**config.mk**
```make
export PLATFORM = sky130hd
export DESIGN_NAME = ltps_ctrl
export DESIGN_NICKNAME = d
export VERILOG_FILES = /design/src/rtl/ltps_pkg.sv /design/src/rtl/ltps_ctrl.sv
export SDC_FILE = /design/constraint.sdc
export NUM_CORES = 1
export LEC_CHECK = 0
export ABC_AREA = 1
export BUFFER_PORTS_ARGS = -buffer_cell sky130_fd_sc_hd__buf_2
export CAP_MARGIN = 20
export CORE_MARGIN = 5
export CORE_UTILIZATION = 55
export DETAILED_ROUTE_END_ITERATION = 10
export PLACE_DENSITY = 0.79
export SLEW_MARGIN = 15
export SYNTH_ARGS = -nofsm -noshare
export SYNTH_HDL_FRONTEND = slang
export SYNTH_SLANG_ARGS = --single-unit
export TNS_END_PERCENT = 50
```
**constraint.sdc**
```tcl
create_clock -name clk -period 1.62 [get_ports clk]
set_input_delay 0.243 -clock clk [delete_from_list [all_inputs] [get_ports clk]]
set_output_delay 0.243 -clock clk [all_outputs]
set_load 0.01 [all_outputs]
```
**src/rtl/ltps_pkg.sv**
```systemverilog
// Shared types, constants and tables for the line tracking PID steering core.
// No dependencies; the register file, sequencer, datapath, top level and testbench import it.
`default_nettype none

package ltps_pkg;

  localparam int CORDIC_STEPS = 16;
  localparam int SQRT_STEPS   = 25;
  localparam int DIV_STEPS    = 58;

  localparam logic [29:0] CORDIC_K = 30'd652032874;  // CORDIC gain inverse, Q30

  localparam logic [23:0] KP_RESET      = 24'd327680;
  localparam logic [23:0] KI_RESET      = 24'd66;
  localparam logic [23:0] KD_RESET      = 24'd721;
  localparam logic [23:0] TS_RESET      = 24'd32768;
  localparam logic [14:0] PREVIEW_RESET = 15'd512;
  localparam logic [14:0] LIMIT_RESET   = 15'd13107;

  typedef enum logic [2:0] {
    REG_KP      = 3'd0,
    REG_KI      = 3'd1,
    REG_KD      = 3'd2,
    REG_TS      = 3'd3,
    REG_PREVIEW = 3'd4,
    REG_LIMIT   = 3'd5
  } reg_idx_t;

  typedef struct packed {
    logic [23:0] kp;
    logic [23:0] ki;
    logic [23:0] kd;
    logic [23:0] ts;
    logic [14:0] preview;
    logic [14:0] rate_limit;
  } cfg_t;

  typedef enum logic [4:0] {
    OP_NONE, OP_LOAD, OP_KMUL, OP_CORDIC, OP_PREVIEW, OP_NUM_A, OP_NUM_B,
    OP_L2_A, OP_L2_B, OP_SQRT_INIT, OP_SQRT, OP_DIVE_INIT, OP_DIV, OP_E_FIN,
    OP_MUL_P, OP_MUL_KI, OP_MUL_I0, OP_MUL_I1, OP_I_FIN, OP_MUL_D,
    OP_DIVD_INIT, OP_D_FIN, OP_SUM, OP_RATE, OP_DEGEN, OP_OUT
  } op_t;

  typedef enum logic [4:0] {
    ST_IDLE, ST_KMUL, ST_CORDIC, ST_PREVIEW, ST_NUM_A, ST_NUM_B, ST_L2_A,
    ST_L2_B, ST_CHECK, ST_SQRT_INIT, ST_SQRT, ST_DIVE_INIT, ST_DIVE, ST_E_FIN,
    ST_MUL_P, ST_MUL_KI, ST_MUL_I0, ST_MUL_I1, ST_I_FIN, ST_MUL_D,
    ST_DIVD_INIT, ST_DIVD, ST_D_FIN, ST_SUM, ST_RATE, ST_DEGEN, ST_FIN
  } state_t;

  typedef struct packed {
    op_t        op;
    logic [5:0] step;
  } cmd_t;

  typedef struct packed {
    logic l2_zero;
    logic out_busy;
  } stat_t;

  // atan(2^-i) with a full turn as 2^32
  function automatic logic [29:0] atan_entry(input logic [3:0] i);
    logic [29:0] v;
    case (i)
      4'd0:    v = 30'h20000000;
      4'd1:    v = 30'h12E4051E;
      4'd2:    v = 30'h09FB385B;
      4'd3:    v = 30'h051111D4;
      4'd4:    v = 30'h028B0D43;
      4'd5:    v = 30'h0145D7E1;
      4'd6:    v = 30'h00A2F61E;
      4'd7:    v = 30'h00517C55;
      4'd8:    v = 30'h0028BE53;
      4'd9:    v = 30'h00145F2F;
      4'd10:   v = 30'h000A2F98;
      4'd11:   v = 30'h000517CC;
      4'd12:   v = 30'h00028BE6;
      4'd13:   v = 30'h000145F3;
      4'd14:   v = 30'h0000A2FA;
      default: v = 30'h0000517D;
    endcase
    return v;
  endfunction

endpackage

`default_nettype wire

```
**src/rtl/ltps_ctrl.sv**
```systemverilog
// Sequencer for the steering datapath: walks one item through its steps.
// Depends on ltps_pkg for state, command and status types.
`default_nettype none

module ltps_ctrl
  import ltps_pkg::*;
(
  input  wire logic clk,
  input  wire logic rst_n,
  input  wire logic in_valid,
  output logic      in_ready,
  input  stat_t     stat,
  output cmd_t      cmd
);

  localparam logic [5:0] CORDIC_LAST = 6'(CORDIC_STEPS - 1);
  localparam logic [5:0] SQRT_LAST   = 6'(SQRT_STEPS - 1);
  localparam logic [5:0] DIV_LAST    = 6'(DIV_STEPS - 1);

  state_t     state_r, state_nxt;
  logic [5:0] step_r, step_nxt;

  always_ff @(posedge clk) begin
    if (!rst_n) begin
      state_r <= ST_IDLE;
      step_r  <= '0;
    end else begin
      state_r <= state_nxt;
      step_r  <= step_nxt;
    end
  end

  always_comb begin
    state_nxt = state_r;
    step_nxt  = '0;
    in_ready  = 1'b0;
    cmd.op    = OP_NONE;
    cmd.step  = step_r;
    case (state_r)
      ST_IDLE: begin
        // no item is taken while reset is held
        in_ready = rst_n;
        if (in_valid && rst_n) begin
          cmd.op    = OP_LOAD;
          state_nxt = ST_KMUL;
        end
      end
      ST_KMUL: begin
        cmd.op    = OP_KMUL;
        state_nxt = ST_CORDIC;
      end
      ST_CORDIC: begin
        cmd.op = OP_CORDIC;
        if (step_r == CORDIC_LAST) state_nxt = ST_PREVIEW;
        else step_nxt = step_r + 6'd1;
      end
      ST_PREVIEW: begin
        cmd.op    = OP_PREVIEW;
        state_nxt = ST_NUM_A;
      end
      ST_NUM_A: begin
        cmd.op    = OP_NUM_A;
        state_nxt = ST_NUM_B;
      end
      ST_NUM_B: begin
        cmd.op    = OP_NUM_B;
        state_nxt = ST_L2_A;
      end
      ST_L2_A: begin
        cmd.op    = OP_L2_A;
        state_nxt = ST_L2_B;
      end
      ST_L2_B: begin
        cmd.op    = OP_L2_B;
        state_nxt = ST_CHECK;
      end
      ST_CHECK: begin
        state_nxt = stat.l2_zero ? ST_DEGEN : ST_SQRT_INIT;
      end
      ST_SQRT_INIT: begin
        cmd.op    = OP_SQRT_INIT;
        state_nxt = ST_SQRT;
      end
      ST_SQRT: begin
        cmd.op = OP_SQRT;
        if (step_r == SQRT_LAST) state_nxt = ST_DIVE_INIT;
        else step_nxt = step_r + 6'd1;
      end
      ST_DIVE_INIT: begin
        cmd.op    = OP_DIVE_INIT;
        state_nxt = ST_DIVE;
      end
      ST_DIVE: begin
        cmd.op = OP_DIV;
        if (step_r == DIV_LAST) state_nxt = ST_E_FIN;
        else step_nxt = step_r + 6'd1;
      end
      ST_E_FIN: begin
        cmd.op    = OP_E_FIN;
        state_nxt = ST_MUL_P;
      end
      ST_MUL_P: begin
        cmd.op    = OP_MUL_P;
        state_nxt = ST_MUL_KI;
      end
      ST_MUL_KI: begin
        cmd.op    = OP_MUL_KI;
        state_nxt = ST_MUL_I0;
      end
      ST_MUL_I0: begin
        cmd.op    = OP_MUL_I0;
        state_nxt = ST_MUL_I1;
      end
      ST_MUL_I1: begin
        cmd.op    = OP_MUL_I1;
        state_nxt = ST_I_FIN;
      end
      ST_I_FIN: begin
        cmd.op    = OP_I_FIN;
        state_nxt = ST_MUL_D;
      end
      ST_MUL_D: begin
        cmd.op    = OP_MUL_D;
        state_nxt = ST_DIVD_INIT;
      end
      ST_DIVD_INIT: begin
        cmd.op    = OP_DIVD_INIT;
        state_nxt = ST_DIVD;
      end
      ST_DIVD: begin
        cmd.op = OP_DIV;
        if (step_r == DIV_LAST) state_nxt = ST_D_FIN;
        else step_nxt = step_r + 6'd1;
      end
      ST_D_FIN: begin
        cmd.op    = OP_D_FIN;
        state_nxt = ST_SUM;
      end
      ST_SUM: begin
        cmd.op    = OP_SUM;
        state_nxt = ST_RATE;
      end
      ST_RATE: begin
        cmd.op    = OP_RATE;
        state_nxt = ST_FIN;
      end
      ST_DEGEN: begin
        cmd.op    = OP_DEGEN;
        state_nxt = ST_FIN;
      end
      ST_FIN: begin
        // wait here until the output register is free
        if (!stat.out_busy) begin
          cmd.op    = OP_OUT;
          state_nxt = ST_IDLE;
        end
      end
      default: state_nxt = ST_IDLE;
    endcase
  end

endmodule

`default_nettype wire

```
* Word level (Yosys, flattened, before mapping)
Index checks and enable logic that the tools add are counted.
** Word-level totals
- Register bits :: 11
- Input port bits :: 5
- Output and inout port bits :: 12
- Word-level logic and storage cells :: 59
** Operators by class
- Add/sub/neg operators :: 1
- Eq/ne operators :: 35
- Multiplexer cells :: 16
- Reductions and logical operators :: 5
** Operators with widths (count)
- one-hot mux 5 bit (26 select lines) :: 1
- one-hot mux 5 bit (25 select lines) :: 1
- equality test 5 bit (second input constant) :: 11
- equality test 5 x 4 -> 1 bit (second input constant) :: 8
- 2-to-1 mux 5 bit :: 8
- equality test 5 x 3 -> 1 bit (second input constant) :: 4
- 2-to-1 mux 6 bit :: 3
- one-hot mux 6 bit (3 select lines) :: 1
- != test 2 bit (second input constant) :: 6
- equality test 5 x 2 -> 1 bit (second input constant) :: 2
- adder 6 x 1 -> 6 bit (second input constant) :: 1
- equality test 6 x 4 -> 1 bit (second input constant) :: 1
- equality test 6 x 5 -> 1 bit (second input constant) :: 1
- equality test 6 bit (second input constant) :: 1
- AND reduction 6 bit :: 1
- equality test 5 x 1 -> 1 bit (second input constant) :: 1
- zero test 5 bit :: 1
- OR reduction 2 bit :: 2
- 2-to-1 mux 1 bit :: 2
- logical AND 1 bit :: 1

* Depth between registers and ports, before layout
- Depth in word-level cells :: 3
- Depth in mapped cells :: 11
- Depth with buffers taken out :: 11

* Worst setup path before layout
OpenSTA, ideal clock, no wires.
- Path kind :: reg-to-reg
- From :: register step_r[0]
- To :: register state_r[1]
- Setup time :: 113 ps
- Arrival :: 1350 ps
- Required time :: 1507 ps
- Path slack :: 157 ps
- Stages on the path, launching flop included :: 11
- Buffers on the path :: 0
- Period minus slack after synthesis :: 1463 ps
- Cells stage by stage :: dfxtp_1 -> ha_1 -> nand2_1 -> nor2_1 -> nand2_1 -> nand2_1 -> nand2_1 -> nor2_2 -> nand2_2 -> nor2_1 -> nor2_1
** Between the ends
- Cells in the longest elaborated chain, start to end :: 3
- Elaborated cells between the ends (all ways) :: 8
- Classes of those cells :: eq/ne: 7; reduce/logical: 1
** Ends and longest elaborated chain
- start, declared :: RTL line ltps_ctrl.sv:21 : logic [5:0] step_r, step_nxt;
- start signal, assigned :: RTL line ltps_ctrl.sv:29 : step_r <= step_nxt;
- equality test 6 bit, or another cell as far along :: RTL line ltps_ctrl.sv:95, ltps_ctrl.sv:132
- != test 2 bit (no source line)
- AND reduction 6 bit (no source line) *
- end signal, assigned :: RTL line ltps_ctrl.sv:28 : state_r <= state_nxt;
- end, declared :: RTL line ltps_ctrl.sv:20 : state_t state_r, state_nxt;
Every way passes the cells marked *; elsewhere a longest branch is shown, timed or not.
A chain may end at the register's enable or synchronous reset.

==> out/summary.txt <==
PwrDens -> 1240 mW/mm^2
Floorplan die area -> 0.00293 mm^2
Number of register bits inferred by synthesis -> 11
Area growth syn-to-layout -> 60.5%
Post-synthesis cell area -> 0.00107 mm^2
Share of power burned in the clock network -> 9.3%
Die span in x -> 54.1 um
Final Worst Setup Slack -> -239 ps
Unrepaired setup endpoints after global routing -> yes
Final-stage net count -> 258
Final-report hold violation count -> 0
Worst min-delay path category -> input port to flip-flop
Family with the most delay on the worst path -> simple AND/OR/NAND/NOR gates
Yosys warnings -> 0
Clock-pin slew of the registers on the worst-case setup and hold paths -> 70 ps
Vias in the first global route -> 1350
Num ports -> 17
Root cell of the clock tree -> clkbuf_4
Slowest stage cell on the critical path -> dfxtp_4
Proportion of power drawn by combinational gates -> 69.1%
Internal cell power -> 1.02 mW
Number of rows created at floorplan -> 16
Run status -> finished with violations
Number of standard cells in the layout, taps in and fillers out -> 276
Clock Latency Late Sink -> 280 ps
Skew final -> 2.49 ps
Flop-to-flop setup slack -> -130 ps
Initial Util -> 56.3%
TritonCTS clock tree -> done
Post-synthesis cell count -> 197
Sequential cell area fraction in the yosys report -> 20.6%
Final Wtd Congestion -> 0.960
Final min period -> 1860 ps
Core area -> 0.00190 mm^2
Type of the setup path with the least slack -> flip-flop to output pin
VDD IR max -> 1.14 mV
Post-CTS Hold Buffers -> 0
Setup slack at placement -> -62.3 ps
Top cells by area in the synthesized netlist -> dfxtp_1, nand2_1, nor2_1
Upper clock frequency limit -> 0.538 GHz
Crit path required time -> 1380 ps
Worst reg2reg path endpoint -> state_r[3]$_SDFFE_PN0P_
Max Transition Viols Final -> 0
Slew at the pin with the worst max-slew slack -> 337 ps
Maximum number of buffers from clock root to sink -> 2
Worst hold start -> rst_n
Fin util -> 90.4%
Starting DRC count in detailed routing -> 102
Final count of negative-setup-slack endpoints -> 15
Source of the worst register-to-register timing path -> step_r[3]$_SDFF_PN0_
Maxcap violations -> 0
Leakage power total -> 0.958 nW
Avg Inst Size Synth -> 5.44 um^2
Global-route total usage across every layer -> 28.6%
Cell type with the largest total area after synthesis -> dfxtp_1
Failing checks -> setup timing
Sinks on Clock Net -> 11
Launching element type of the critical path -> flip-flop
# diodes -> 0
Inst Count DP -> 258
Final Cycle Share -> 115%
Total number of H-tree levels -> 1
Share of cells above drive strength 1 -> 45.8%
Hold EP -> state_r[1]$_SDFFE_PN0P_
Worst rel slew slack -> 77.5%
Area after DPL -> 0.00132 mm^2
Half-perimeter wire length after placement -> 2670 um
Height of the die -> 54.1 um
Count of input and output buffers -> 16
Logic depth of the worst path, buffers included -> 7
Data arrival at the endpoint of the critical path -> 1620 ps
Worst stage delay on the critical path -> 380 ps
Remaining global-route overflow -> 0
TritonCTS buffer count -> 3
DRT Wirelength -> 4540 um
Post-route total power -> 2.14 mW
Net count after synthesis -> 205
List of cells traversed by the critical path -> buf_4 > nor2_4 > nand3_1 > o211ai_1 > nor3_2 > nand2_1 > buf_2
Type of destination of the critical path -> output pin
Number of buffer and inverter instances along the worst setup path -> 2
Count of antenna-violating nets left after detailed routing -> 0
Vias after detailed routing -> 1598
Switching pwr -> 1.12 mW
Setup TNS Final -> -1430 ps
Count of unique library cells instantiated by Yosys -> 22
Fin area -> 0.00172 mm^2
Worst hold slack across all endpoints -> 266 ps
Maximum number of pins on one net before global-route repair -> 9
Sw Share -> 52.2%
Sequential share of power -> 21.6%
Vias/cell -> 5.79
Cells on worst reg2reg path -> 9
DR WL/cell -> 16.4 um
Global-route wire length before repair -> 5980 um
Pre-antenna DRT Iters -> 4
Antenna violations before repair -> 0
Cell count of the worst hold path -> 3
Area share of the largest cell type after synthesis -> 20.6%
Crit-path max FO -> 6
DRC viols -> 0
==> cell families (layout without fill, tap and decap cells) <==
kind of cell | Yosys count | count (layout) | synth area share [%]
AO/OA/AOI/OAI | 15 | 15 | 7.71
XOR/XNOR | 4 | 4 | 3.27
adder cells (fa/ha/maj) | 3 | 3 | 3.51
buffers and inverters | 35 | 87 | 13.3
flip-flops | 11 | 11 | 20.6
AND/OR/NAND/NOR | 129 | 129 | 51.6
==> power groups by stage <==
stage / combinational, mW / clock [mW] / sequential (mW)
3_3_place_gp: 1.04 / 0 / 0.394
3_5_place_dp: 1.03 / 0 / 0.394
4_1_cts: 1.15 / 0.196 / 0.418
5_1_grt: 1.57 / 0.213 / 0.464
6_report: 1.48 / 0.200 / 0.462
2_1_floorplan: 0.693 / 0 / 0.361
==> tightest hold or removal path, cell delays in order <==
cell and delay (ps):
buf_2 160, nand2_2 80, nor2_1 30
==> area by class of cell <==
cell class | count | area (um^2)
Clock buffer | 4 | 26.3
Fill cell | 87 | 183
Inverter | 33 | 134
Multi-Input combinational cell | 151 | 926
Sequential cell | 11 | 241
Tap cell | 27 | 33.8
Timing Repair Buffer | 50 | 358
==> sequential cells by signal, summed over array words and instances, names as in the netlist <==
register and count:
step_r 6, state_r 5
==> timing repair <==
| item | 4_1_cts | 5_1_grt |
|---|---|---|
| buffers inserted | 7 | 9 |
| pin swaps | 4 | 16 |
| gates resized for setup | 35 | 48 |
| endpoints found under the setup margin | 13 | 15 |
==> how the worst max path moves through the flow <==
| stage | startpoint | slack (ps) | endpoint |
|---|---|---|---|
| final | state_r[3]$_SDFFE_PN0P_ | -240 | cmd[8] |
| after global routing | state_r[3]$_SDFFE_PN0P_ | -310 | cmd[8] |
| after CTS | state_r[4]$_SDFFE_PN0P_ | -120 | cmd[9] |
| after detailed placement | state_r[4]$_SDFFE_PN0P_ | -60 | cmd[9] |
| after global placement | state_r[1]$_SDFFE_PN0P_ | -80 | cmd[9] |
| after floorplan | step_r[0]$_SDFF_PN0_ | 160 | state_r[1]$_SDFFE_PN0P_ |
==> metal layers <==
metal  global-route usage (%)  wire (um)  vias to the layer above
met4                     12.9        237                        0
met3                     2.77        445                       28
met2                     52.4       2190                      115
met1                     32.9       1670                      735
li1                         -          -                      720
met5                        0          0                        -
==> synthesized netlist by cell type <==
master / count
nand2_1: 47
a211oi_1: 2
nand2_2: 2
o21ai_0: 6
inv_1: 28
xor2_1: 3
dfxtp_1: 11
nor3_1: 6
o21ai_1: 1
nor3b_1: 1
buf_4: 1
xnor2_1: 1
a21oi_1: 5
nand3_1: 23
nor2_1: 42
o211ai_1: 1
inv_2: 5
ha_1: 3
nor2_2: 6
nand4_1: 1
nand3_2: 1
buf_6: 1
==> cells in the final DEF, fill, tap and decap left out, types with 4 or more instances in the layout <==
master	instances
a21oi_1	4
buf_2	16
buf_4	28
buf_6	6
dfxtp_1	4
dfxtp_4	5
inv_1	23
inv_2	7
nand2_1	35
nand2_2	10
nand2_4	4
nand3_1	18
nand3_2	5
nor2_1	34
nor2_2	4
nor2_4	10
Power figures use the tool's default switching activity.
