$ cat src/rtl/ltps_pkg.sv
// Shared types, constants and tables for the line tracking PID steering core.
// No dependencies; the register file, sequencer, datapath, top level and testbench import it.
`default_nettype none

package ltps_pkg;

  localparam int CORDIC_STEPS = 16;
  localparam int SQRT_STEPS   = 25;
  localparam int DIV_STEPS    = 58;

  localparam logic [29:0] CORDIC_K = 30'd652032874;  // CORDIC gain inverse, Q30

  localparam logic [23:0] KP_RESET      = 24'd327680;
  localparam logic [23:0] KI_RESET      = 24'd66;
  localparam logic [23:0] KD_RESET      = 24'd721;
  localparam logic [23:0] TS_RESET      = 24'd32768;
  localparam logic [14:0] PREVIEW_RESET = 15'd512;
  localparam logic [14:0] LIMIT_RESET   = 15'd13107;

  typedef enum logic [2:0] {
    REG_KP      = 3'd0,
    REG_KI      = 3'd1,
    REG_KD      = 3'd2,
    REG_TS      = 3'd3,
    REG_PREVIEW = 3'd4,
    REG_LIMIT   = 3'd5
  } reg_idx_t;

  typedef struct packed {
    logic [23:0] kp;
    logic [23:0] ki;
    logic [23:0] kd;
    logic [23:0] ts;
    logic [14:0] preview;
    logic [14:0] rate_limit;
  } cfg_t;

  typedef enum logic [4:0] {
    OP_NONE, OP_LOAD, OP_KMUL, OP_CORDIC, OP_PREVIEW, OP_NUM_A, OP_NUM_B,
    OP_L2_A, OP_L2_B, OP_SQRT_INIT, OP_SQRT, OP_DIVE_INIT, OP_DIV, OP_E_FIN,
    OP_MUL_P, OP_MUL_KI, OP_MUL_I0, OP_MUL_I1, OP_I_FIN, OP_MUL_D,
    OP_DIVD_INIT, OP_D_FIN, OP_SUM, OP_RATE, OP_DEGEN, OP_OUT
  } op_t;

  typedef enum logic [4:0] {
    ST_IDLE, ST_KMUL, ST_CORDIC, ST_PREVIEW, ST_NUM_A, ST_NUM_B, ST_L2_A,
    ST_L2_B, ST_CHECK, ST_SQRT_INIT, ST_SQRT, ST_DIVE_INIT, ST_DIVE, ST_E_FIN,
    ST_MUL_P, ST_MUL_KI, ST_MUL_I0, ST_MUL_I1, ST_I_FIN, ST_MUL_D,
    ST_DIVD_INIT, ST_DIVD, ST_D_FIN, ST_SUM, ST_RATE, ST_DEGEN, ST_FIN
  } state_t;

  typedef struct packed {
    op_t        op;
    logic [5:0] step;
  } cmd_t;

  typedef struct packed {
    logic l2_zero;
    logic out_busy;
  } stat_t;

  // atan(2^-i) with a full turn as 2^32
  function automatic logic [29:0] atan_entry(input logic [3:0] i);
    logic [29:0] v;
    case (i)
      4'd0:    v = 30'h20000000;
      4'd1:    v = 30'h12E4051E;
      4'd2:    v = 30'h09FB385B;
      4'd3:    v = 30'h051111D4;
      4'd4:    v = 30'h028B0D43;
      4'd5:    v = 30'h0145D7E1;
      4'd6:    v = 30'h00A2F61E;
      4'd7:    v = 30'h00517C55;
      4'd8:    v = 30'h0028BE53;
      4'd9:    v = 30'h00145F2F;
      4'd10:   v = 30'h000A2F98;
      4'd11:   v = 30'h000517CC;
      4'd12:   v = 30'h00028BE6;
      4'd13:   v = 30'h000145F3;
      4'd14:   v = 30'h0000A2FA;
      default: v = 30'h0000517D;
    endcase
    return v;
  endfunction

endpackage

`default_nettype wire

$ cat src/rtl/ltps_regs.sv
// APB-style register file holding gains, period, preview distance and limit.
// Depends on ltps_pkg for the register indexes and the cfg_t bundle.
`default_nettype none

module ltps_regs
  import ltps_pkg::*;
(
  input  wire logic        clk,
  input  wire logic        rst_n,
  input  wire logic        cfg_psel,
  input  wire logic        cfg_penable,
  input  wire logic        cfg_pwrite,
  input  wire logic [4:0]  cfg_paddr,
  input  wire logic [31:0] cfg_pwdata,
  output logic      [31:0] cfg_prdata,
  output logic             cfg_pready,
  output cfg_t             cfg
);

  cfg_t     cfg_r;
  reg_idx_t idx;
  logic     wr;

  assign idx        = reg_idx_t'(cfg_paddr[4:2]);
  assign wr         = cfg_psel && cfg_penable && cfg_pwrite;
  assign cfg_pready = 1'b1;
  assign cfg        = cfg_r;

  always_ff @(posedge clk) begin
    if (!rst_n) begin
      cfg_r.kp         <= KP_RESET;
      cfg_r.ki         <= KI_RESET;
      cfg_r.kd         <= KD_RESET;
      cfg_r.ts         <= TS_RESET;
      cfg_r.preview    <= PREVIEW_RESET;
      cfg_r.rate_limit <= LIMIT_RESET;
    end else if (wr) begin
      case (idx)
        REG_KP:      cfg_r.kp         <= cfg_pwdata[23:0];
        REG_KI:      cfg_r.ki         <= cfg_pwdata[23:0];
        REG_KD:      cfg_r.kd         <= cfg_pwdata[23:0];
        REG_TS:      cfg_r.ts         <= cfg_pwdata[23:0];
        REG_PREVIEW: cfg_r.preview    <= cfg_pwdata[14:0];
        REG_LIMIT:   cfg_r.rate_limit <= cfg_pwdata[14:0];
        default: ;
      endcase
    end
  end

  always_comb begin
    case (idx)
      REG_KP:      cfg_prdata = {8'd0, cfg_r.kp};
      REG_KI:      cfg_prdata = {8'd0, cfg_r.ki};
      REG_KD:      cfg_prdata = {8'd0, cfg_r.kd};
      REG_TS:      cfg_prdata = {8'd0, cfg_r.ts};
      REG_PREVIEW: cfg_prdata = {17'd0, cfg_r.preview};
      REG_LIMIT:   cfg_prdata = {17'd0, cfg_r.rate_limit};
      default:     cfg_prdata = 32'd0;
    endcase
  end

endmodule

`default_nettype wire

$ cat config.mk
export PLATFORM = sky130hd
export DESIGN_NAME = ltps_regs
export DESIGN_NICKNAME = d
export VERILOG_FILES = /design/src/rtl/ltps_pkg.sv /design/src/rtl/ltps_regs.sv
export SDC_FILE = /design/constraint.sdc
export NUM_CORES = 1
export LEC_CHECK = 0
export ABC_AREA = 1
export BUFFER_PORTS_ARGS = -buffer_cell sky130_fd_sc_hd__buf_2
export CAP_MARGIN = 20
export CORE_ASPECT_RATIO = 1.1
export CORE_MARGIN = 1
export CORE_UTILIZATION = 35
export DETAILED_ROUTE_END_ITERATION = 8
export SYNTH_ARGS = -nofsm -noshare
export SYNTH_HDL_FRONTEND = slang
export SYNTH_SLANG_ARGS = --single-unit
$ cat constraint.sdc
create_clock -name clk -period 1.4 [get_ports clk]
set_clock_uncertainty 0.15 [all_clocks]
set_input_delay 0.07 -clock clk [delete_from_list [all_inputs] [get_ports clk]]
set_output_delay 0.07 -clock clk [all_outputs]
set_load 0.1 [all_outputs]
=== Word level (Yosys, flattened, before mapping) ===
Index checks and enable logic that the tools add are counted.

* Mux-type cells: 1
* Equal/unequal tests: 5
* Reductions and logical operators: 9

{| class="wikitable"
|+ Operators with widths
! kind !! count
|-
| 24-bit case mux with 6 select lines || 1
|-
| 2-bit AND reduction || 6
|-
| 3-bit by 2-bit equality test with 1-bit output (second input constant) || 2
|-
| 3-bit equality test (second input constant) || 2
|-
| 3-bit by 1-bit equality test with 1-bit output (second input constant) || 1
|-
| 3-bit zero test || 1
|-
| 1-bit logical AND || 2
|}

* Register bits after elaboration: 126
* Output and inout bits: 159

=== Logic depth before layout (Yosys ltp) ===
Gate-level depths: netlist of the first run.

* Word-level depth: 3
* Gate-level depth with buffers: 9

=== Least setup slack after synthesis of the first run ===
No wires, ideal clock.

* Path type: flip-flop to output port
* From: reg cfg_r, in the netlist cfg[10]
* To: out cfg_prdata[10]
* Slack: -0.713 ns
* Stages on the path, launching flop included: 5
* Arrival time: 1.893 ns
* Cell sequence: dfxtp_1 nand4_1 nand2_1 nor2_1 nand2_1

* Longest elaborated chain between the ends: 1

{| class="wikitable"
|+ RTL lines
! element !! line !! source
|-
| from (decl) || ltps_regs.sv:20 || <nowiki>cfg_t cfg_r;</nowiki>
|-
| 24-bit case mux with 6 select lines || ltps_regs.sv:51 || <nowiki>case (idx)</nowiki>
|-
| to (decl) || ltps_regs.sv:15 || <nowiki>output logic [31:0] cfg_prdata,</nowiki>
|}

No other way between the ends.

=== Worst setup path after layout of the first run ===
* From: reg cfg_r, in the netlist cfg[1]
* To: out cfg_prdata[1]

Same word-level chain as after synthesis.

==> results.cfg, run 1 <==
[synth]
yosys_warnings = 0
netlist_instances = 985
synth_cell_types = 21
seq_area_frac_synth_pct = 40.3
synthFlopType = dfxtp_1
synthTopCellsByArea = dfxtp_1 40%, nand2_1 16%, nor2_1 15%, nand3_1 10%, inv_1 3.4%
netlist.area_leader.share_pct = 40.3
synth_edf_count = 0
yosysMostFrequentCell = nand2_1
async_flop_share_pct = 0
ys_top_cells_by_count = 274 x nand2_1, 247 x nor2_1, 127 x nand3_1
ys_ff_latch = 126
synth_area_per_cell_um2 = 6.36
syn_area_mm2 = 0.00626
synth_top_area_cell = dfxtp_1

[route]
drt-initial-drc-count = 548
dr_total_vias = 7302
via_per_inst = 4.90
ant_nets = 0
route.detailed.drc = 0
wire_per_inst_um = 16.5
routed_wl_um = 24600
dr.pass1.iters = 6

[place]
dpl_cell_area_mm2 = 0.00871
portBuffers = 181
post-dp-hpwl_um = 17100
dp_cells = 1406
gp_congestion = 0.892

[global_routing]
grt_pass1_vias = 6586
antenna_found_initial = 0
grt-ovfl-total = 0
grt.total_usage_pct = 26.3
grt_max_degree = 36
grt_first_pass_wirelength_um = 36300

[clock_network]
clk_path_buf_depth = 2
htree_num_levels = 4
clk_latency_ps = 420
numCtsBuffers = 17
root_buffer = clkbuf_16
cts_tree = done
cts_sinks = 126
path_clk_slew_ps = 60

[sta]
finalCritPeriodShare_pct = 117
relSlewSlack_pct = 57.4
fin_setup_tns_ps = -3590
hold_violations = 0
slew_viol_final = 0
grt_setup_unrepaired = true
setup_violations = 24
fmax_mhz = 612
layout_min_cycle_time_ps = 1630
setup_ws_ps = -233
worstMarginPinSlew_ps = 638

[min_path]
hold_class = in -> reg

[layout]
diodes = 0
largest_register_ffs = 126
fillers = 1578
instances_no_fill = 1491
synthToLayoutAreaGrowth_pct = 69.0
finalInstanceArea_mm2 = 0.0106
drive_above_1_share_pct = 45.6
final_nets = 1286
final_util_pct = 61.3

[run_status]
status = complete, but fails checks
violations = negative setup slack

[worst_setup_path]
crit_fanout = 3
critPathCaptureType = primary output
required_ps = 1180
critPathKind = reg -> out
crit_path_start_kind = flop
arrival_ps = 1410

[power]
p_per_area_mw_per_mm2 = 936
vdd_drop_max_mv = 0.970
leakage_nw = 4.84

[run]
max_cap_violations = 0

[floorplan]
dieWidth_um = 130
core-area_mm2 = 0.0173
fp-row-count = 50
die-area_mm2 = 0.0184
ioPinCount = 201
start_util_pct = 36.3
die_h_um = 142
==> cell usage in the layout (no fill, tap or decap), drive strengths merged <==
cell / count
nand2: 275
buf: 282
clkinv: 3
nand4: 30
conb: 9
nand3: 131
inv: 60
nor2: 257
dfxtp: 126
dlygate4sd3: 24
clkbuf: 33
a21oi: 17
o21ai: 10
==> critical path, stage by stage, from the launching register on <==
cell     delay [ps]
dfxtp_2         330
nand4_1          80
nand2_1          80
nor2_2          160
buf_6           130
nand2_4          40
buf_12          170
==> logic make-up after synthesis <==
kind of cell,share of synthesized area [%]
AO/OA/AOI/OAI,2.16
buffers and inverters,10.7
flip-flops,40.3
other,0.120
AND/OR/NAND/NOR,46.7
==> metrics by stage <==
step / setup slack [ps] / hold slack, ps / power (W)
floorplan: -114 / 45.5 / 0.00479
global placement: -104 / 146 / 0.00532
detailed placement: -108 / 159 / 0.00532
CTS: -236 / 10.1 / 0.00986
global route: -285 / 43.5 / 0.0102
finish: -233 / 27.6 / 0.00991
==> final timing paths <==
check	start	end	slack [ps]	depth (start not counted)
max	cfg[1]	cfg_prdata[1]	-230	6
min	cfg_pwdata[11]	cfg[11]	30	5
max reg2reg	cfg[105]	cfg[105]	500	3
min reg2reg	cfg[117]	cfg[117]	340	2
==> final cells by class <==
class                      count  area (um^2)  share of cell area (%)
clock inverter                 2         11.3                   0.106
inverter                      61          251                    2.38
timing repair buffer         309         3060                    28.9
sequential                   126         2800                    26.5
tap                          234          293                    2.77
clock buffer                  30          597                    5.64
multi-input combinational    729         3570                    33.8
==> layer usage <==
layer | vias to the layer above | track usage (%) | share of wire [%]
met2 | 299 | 44.9 | 50
met1 | 3375 | 31.6 | 41
met5 | - | 0 | 0
met3 | 40 | 5.45 | 6.3
met4 | 0 | 12.1 | 3.6
li1 | 3588 | - | -
==> what timing repair did <==
| item | in CTS | in global routing |
|---|---|---|
| resized for setup | 184 | 81 |
| hold buffers | 24 | 0 |
| pin swaps | 60 | 32 |
| setup endpoints to repair | 150 | 36 |
| buffers inserted | 18 | 18 |
| hold endpoints to repair | 106 | 0 |
| gates cloned | 0 | 2 |
==> power by group <==
part	internal, W	switching [W]	total, W
combinational	0.000582	0.00127	0.00185
clock	0.00286	0.00160	0.00445
sequential	0.00356	0.0000453	0.00360
Power figures use the tool's default switching activity.
==> run 2, diff against run 1 <==
--- a/config.mk
+++ b/config.mk
@@ -12,6 +12,7 @@
 export CORE_MARGIN = 1
 export CORE_UTILIZATION = 35
 export DETAILED_ROUTE_END_ITERATION = 8
+export HOLD_SLACK_MARGIN = 0.15
 export SYNTH_ARGS = -nofsm -noshare
 export SYNTH_HDL_FRONTEND = slang
 export SYNTH_SLANG_ARGS = --single-unit
==> run 2 against run 1 <==
Compared with the run above: the run ends with negative hold slack, negative setup slack left; sequential power about the same; via count grew 0.47%; power is essentially flat; cell area rose by 0.35%; sequential share of layout area is 0.093 points lower; global-route usage about the same.
==> results.cfg, run 2 (synthesis results as in run 1) <==
[run_status]
status = complete, but fails checks
violations = negative hold slack, negative setup slack

[power]
p_per_area_mw_per_mm2 = 933
leakage_nw = 4.85
vdd_drop_max_mv = 0.966

[sta]
finalCritPeriodShare_pct = 117
worstMarginPinSlew_ps = 620
layout_min_cycle_time_ps = 1630
hold_violations = 1
relSlewSlack_pct = 58.6
slew_viol_final = 0
fmax_mhz = 612
grt_setup_unrepaired = true
setup_violations = 24
setup_ws_ps = -234
timing.hold.ws_ps = -4.79

[clock_network]
cts_tree = done
clk_path_buf_depth = 2
root_buffer = clkbuf_16
cts.hold.buffers_added = 27
clk_latency_ps = 420
path_clk_slew_ps = 60
cts_sinks = 126
htree_num_levels = 4
numCtsBuffers = 17

[route]
dr_total_vias = 7336
wire_per_inst_um = 16.5
ant_nets = 0
via_per_inst = 4.91
dr.pass1.iters = 5
route.detailed.drc = 0
drt-initial-drc-count = 521
routed_wl_um = 24700

[worst_setup_path]
reg2reg_from = cfg[45]
required_ps = 1180
crit_fanout = 3
critPathCaptureType = primary output
arrival_ps = 1410
ff2ff_path_depth = 3
critPathKind = reg -> out
crit_path_start_kind = flop
crit_slowest_cell = dfxtp_2
endpoint = cfg_prdata[1]
startpoint = cfg[1]
critPathMaxStageDelay_ps = 330
r2r_slack_ps = 500
reg2reg_to = cfg[45]
path_cells = nand4_1 > nand2_1 > nor2_2 > buf_6 > nand2_4 > buf_12

[layout]
layout_commonest_cell = nor2_1
synthToLayoutAreaGrowth_pct = 69.6
drive_above_1_share_pct = 45.5
largest_register_ffs = 126
diodes = 0
final_nets = 1289
final_cell_mix = 223 x nor2_1, 222 x nand2_1, 179 x buf_4, 119 x nand3_1, 77 x dfxtp_2
finalInstanceArea_mm2 = 0.0106

[floorplan]
die-area_mm2 = 0.0184
die_h_um = 142
fp-row-count = 50
dieWidth_um = 130
ioPinCount = 201
start_util_pct = 36.3
core-area_mm2 = 0.0173

[global_routing]
grt_pass1_vias = 6591
grt_max_degree = 36
antenna_found_initial = 0
grt.total_usage_pct = 26.3
grt-ovfl-total = 0
grt_first_pass_wirelength_um = 36300

[place]
place_ws_ps = -108
portBuffers = 181
post-dp-hpwl_um = 17100
gp_congestion = 0.892
dpl_cell_area_mm2 = 0.00871

[run]
max_cap_violations = 0

[min_path]
hold_class = in -> reg
holdPathStages = 4
run 2: changes by cell type in the layout (fill, tap and decap cells not counted), sizes merged:
cell | before | now
dlygate4sd3 | 24 | 27
run 2: worst min path at each step:
stage,start,end
final,cfg_penable,cfg[45]
after global routing,cfg_penable,cfg[45]
after CTS,cfg_penable,cfg[45]
after detailed placement,cfg_pwdata[7],cfg[61]
after global placement,cfg_pwdata[7],cfg[61]
after floorplan,cfg_pwdata[0],cfg[54]
run 2: per-layer routing:
| layer | wire [um] | global-route usage (%) |
|---|---|---|
| met1 | 9940 | 31.4 |
| met2 | 12400 | 45.4 |
| met3 | 1570 | 5.45 |
| met4 | 796 | 11.3 |
| met5 | 0 | 0 |
run 2: worst max-delay path: cells and delay by family, from the launching register on:
family        cells  cell delay [ps]
flops             1              330
simple gates      4              360
buf+inv           2              300
run 2: layout make-up:
| class | count | area, um^2 |
|---|---|---|
| Fill cell | 1572 | 6640 |
| Multi-Input combinational cell | 729 | 3570 |
| Timing Repair Buffer | 312 | 3090 |
| Sequential cell | 126 | 2800 |
| Clock buffer | 30 | 597 |
| Tap cell | 234 | 293 |
| Inverter | 61 | 251 |
| Clock inverter | 2 | 11.3 |
run 2: metrics by stage:
stage | TNS (ps) | std cells | total power [W] | utilization (%)
finish | -3550 | 1494 | 0.00991 | 61.5
global route | -4800 | 1494 | 0.0102 | 61.5
CTS | -3480 | 1475 | 0.00987 | 58.8
detailed placement | -4280 | 1406 | 0.00532 | 50.5
global placement | -3170 | 1406 | 0.00532 | 50.5
floorplan | -114 | 992 | 0.00479 | -
run 2: power breakdown:
part | internal, W | switching, W | leakage, nW
Clock | 0.00286 | 0.00159 | 0.304
Combinational | 0.000588 | 0.00127 | 3.47
Sequential | 0.00356 | 0.0000454 | 1.08
run 2: what timing repair did:
action	in CTS	in global routing
resized for setup	184	83
setup endpoints to repair	150	40
cloned	0	2
buffers inserted	18	18
pin swaps	60	32
endpoints found under the hold margin	126	14
==> run 3, diff against run 2 <==
==> constraint.sdc (replaced) <==
create_clock -name clk -period 1.4 [get_ports clk]
set_clock_uncertainty 0.15 [all_clocks]
set_input_delay 0.07 -clock clk [delete_from_list [all_inputs] [get_ports clk]]
set_output_delay 0.07 -clock clk [all_outputs]
set_load 0.005 [all_outputs]
==> run 3 against run 2 <==
Compared with the run above: the run still ends with negative hold slack, negative setup slack left; routed wire length is 6.9% higher; cell area is 8.2% lower; power is 9.0% lower; via count is 1.9% higher; sequential power is 2% higher; clock power is 5.2% lower; largest power group unchanged.
==> results.cfg, run 3 (synthesis results as in run 1) <==
[min_path]
hold_class = in -> reg
min_from = rst_n
holdPathStages = 3
hold_path_end = cfg[120]

[sta]
setup_violations = 16
grt_setup_unrepaired = true
hold_violations = 40
setup_ws_ps = -150
fmax_mhz = 645
slew_viol_final = 0
timing.hold.ws_ps = -50.3
finalCritPeriodShare_pct = 111
layout_min_cycle_time_ps = 1550

[clock_network]
path_clk_slew_ps = 60
clk_path_buf_depth = 2
cts_tree = done
cts_sinks = 126
clk_latency_ps = 420
root_buffer = clkbuf_16
htree_num_levels = 4
numCtsBuffers = 17

[route]
ant_nets = 0
wire_per_inst_um = 17.4
drt-initial-drc-count = 565
dr.pass1.iters = 7
routed_wl_um = 26400
route.detailed.drc = 0
via_per_inst = 4.95
dr_total_vias = 7478

[place]
dp_cells = 1394
gp_congestion = 0.987
portBuffers = 181
post-dp-hpwl_um = 17300

[layout]
layout_commonest_cell = nand2_1
final_util_pct = 56.5
final_nets = 1309
drive_above_1_share_pct = 37.4
final_cell_mix = 256 x nand2_1, 230 x nor2_1, 172 x buf_2, 110 x nand3_1, 73 x buf_4
diodes = 0
synthToLayoutAreaGrowth_pct = 55.7
instances_no_fill = 1512
fillers = 1705
largest_register_ffs = 126

[power]
seq_power_share_pct = 40.7
internal_power_w = 0.00671
swShare_pct = 25.6
vdd_drop_max_mv = 0.945
power_w = 0.00902
p_clk_share_pct = 46.8
p_per_area_mw_per_mm2 = 925
p_switching_w = 0.00231
leakage_nw = 4.69
p_comb_share_pct = 12.5

[floorplan]
dieWidth_um = 130
ioPinCount = 201
fp-row-count = 50
die_h_um = 142
core-area_mm2 = 0.0173
start_util_pct = 36.3
die-area_mm2 = 0.0184

[worst_setup_path]
ff2ff_path_depth = 3
crit_fanout = 3
r2r_slack_ps = 50
cp_top_family = simple AND/OR/NAND/NOR gates
crit_path_start_kind = flop
crit_buf_inv = 1
reg2reg_to = cfg[64]
critPathMaxStageDelay_ps = 330
arrival_ps = 1330
critPathKind = reg -> out
required_ps = 1180
critPathCaptureType = primary output
crit_top_cell = nand2_1
reg2reg_from = cfg[64]
startpoint = cfg[4]
crit_slowest_cell = dfxtp_2
path_cells = nand4_1 > nand2_1 > nor2_2 > nand2_1 > buf_2

[run]
max_cap_violations = 0

[global_routing]
grt_max_degree = 80
grt_pass1_vias = 6541
grt.total_usage_pct = 27.6
grt-ovfl-total = 0
antenna_found_initial = 1
grt_first_pass_wirelength_um = 37400

[run_status]
status = complete, but fails checks
violations = negative hold slack, negative setup slack
==> run 3: cell count changes in the layout (fill, tap and decap cells not counted), sizes merged <==
cell	before	now
dlygate4sd3	27	40
clkinvlp	0	2
buf	282	283
clkinv	3	4
clkbuf	33	30
bufinv	0	1
dlymetal6s4s	0	2
inv	60	61
==> run 3: power by group through the flow <==
stage	combinational, W	clock (W)	sequential [W]
finish	0.00112	0.00422	0.00367
global placement	0.000877	0	0.00376
floorplan	0.000474	0	0.00375
CTS	0.000978	0.00425	0.00367
global route	0.00121	0.00441	0.00368
detailed placement	0.000881	0	0.00376
==> run 3: final cells by class <==
cell class | instances | area, um^2 | share of cell area, %
inverter | 61 | 249 | 2.55
clock buffer | 24 | 492 | 5.04
clock inverter | 6 | 60.1 | 0.616
tap | 234 | 293 | 3.00
multi-input combinational | 729 | 3390 | 34.7
timing repair buffer | 331 | 2630 | 27.0
sequential | 126 | 2630 | 27.0
timing repair inverter | 1 | 8.76 | 0.0898
==> run 3: what timing repair did <==
| action | 4_1_cts | 5_1_grt |
|---|---|---|
| pin swaps | 46 | 54 |
| gates cloned | 0 | 8 |
| hold buffers | 37 | 6 |
| endpoints found under the hold margin | 126 | 118 |
| endpoints found under the setup margin | 19 | 39 |
| gates resized for setup | 92 | 99 |
| buffers inserted | 25 | 15 |
==> run 3: how the worst max path moves through the flow <==
stage,to,slack (ps),cells past startpoint
floorplan,cfg[40],210,9
finish,cfg_prdata[4],-150,5
detailed placement,cfg_prdata[5],-60,9
global route,cfg_prdata[4],-170,5
global placement,cfg_prdata[5],-80,9
CTS,cfg_prdata[4],-130,5
==> run 3: per-stage QoR <==
| step | hold slack (ps) | worst slack (ps) | TNS (ps) | cell area (um^2) |
|---|---|---|---|---|
| 6_report | -50.3 | -150 | -967 | 9750 |
| 5_1_grt | -40.8 | -168 | -1750 | 9750 |
| 4_1_cts | -56.7 | -125 | -1410 | 9150 |
| 3_5_place_dp | 155 | -64.5 | -188 | 7820 |
| 3_3_place_gp | 148 | -75.4 | -172 | 7820 |
| 2_1_floorplan | 46.1 | 210 | 0 | 6290 |
==> run 3: tightest hold or removal path: stages <==
cell	delay, ps
buf_4	130
buf_12	170
nand3_1	100
==> run 3: routing by layer <==
| layer | share of wire (%) | vias up | routed length, um | track usage [%] |
|---|---|---|---|---|
| li1 | - | 3631 | - | - |
| met1 | 42 | 3495 | 11000 | 33.9 |
| met2 | 48 | 298 | 12500 | 46.1 |
| met3 | 6.7 | 54 | 1760 | 5.34 |
| met4 | 4.0 | 0 | 1060 | 13.2 |
| met5 | 0 | - | 0 | 0 |
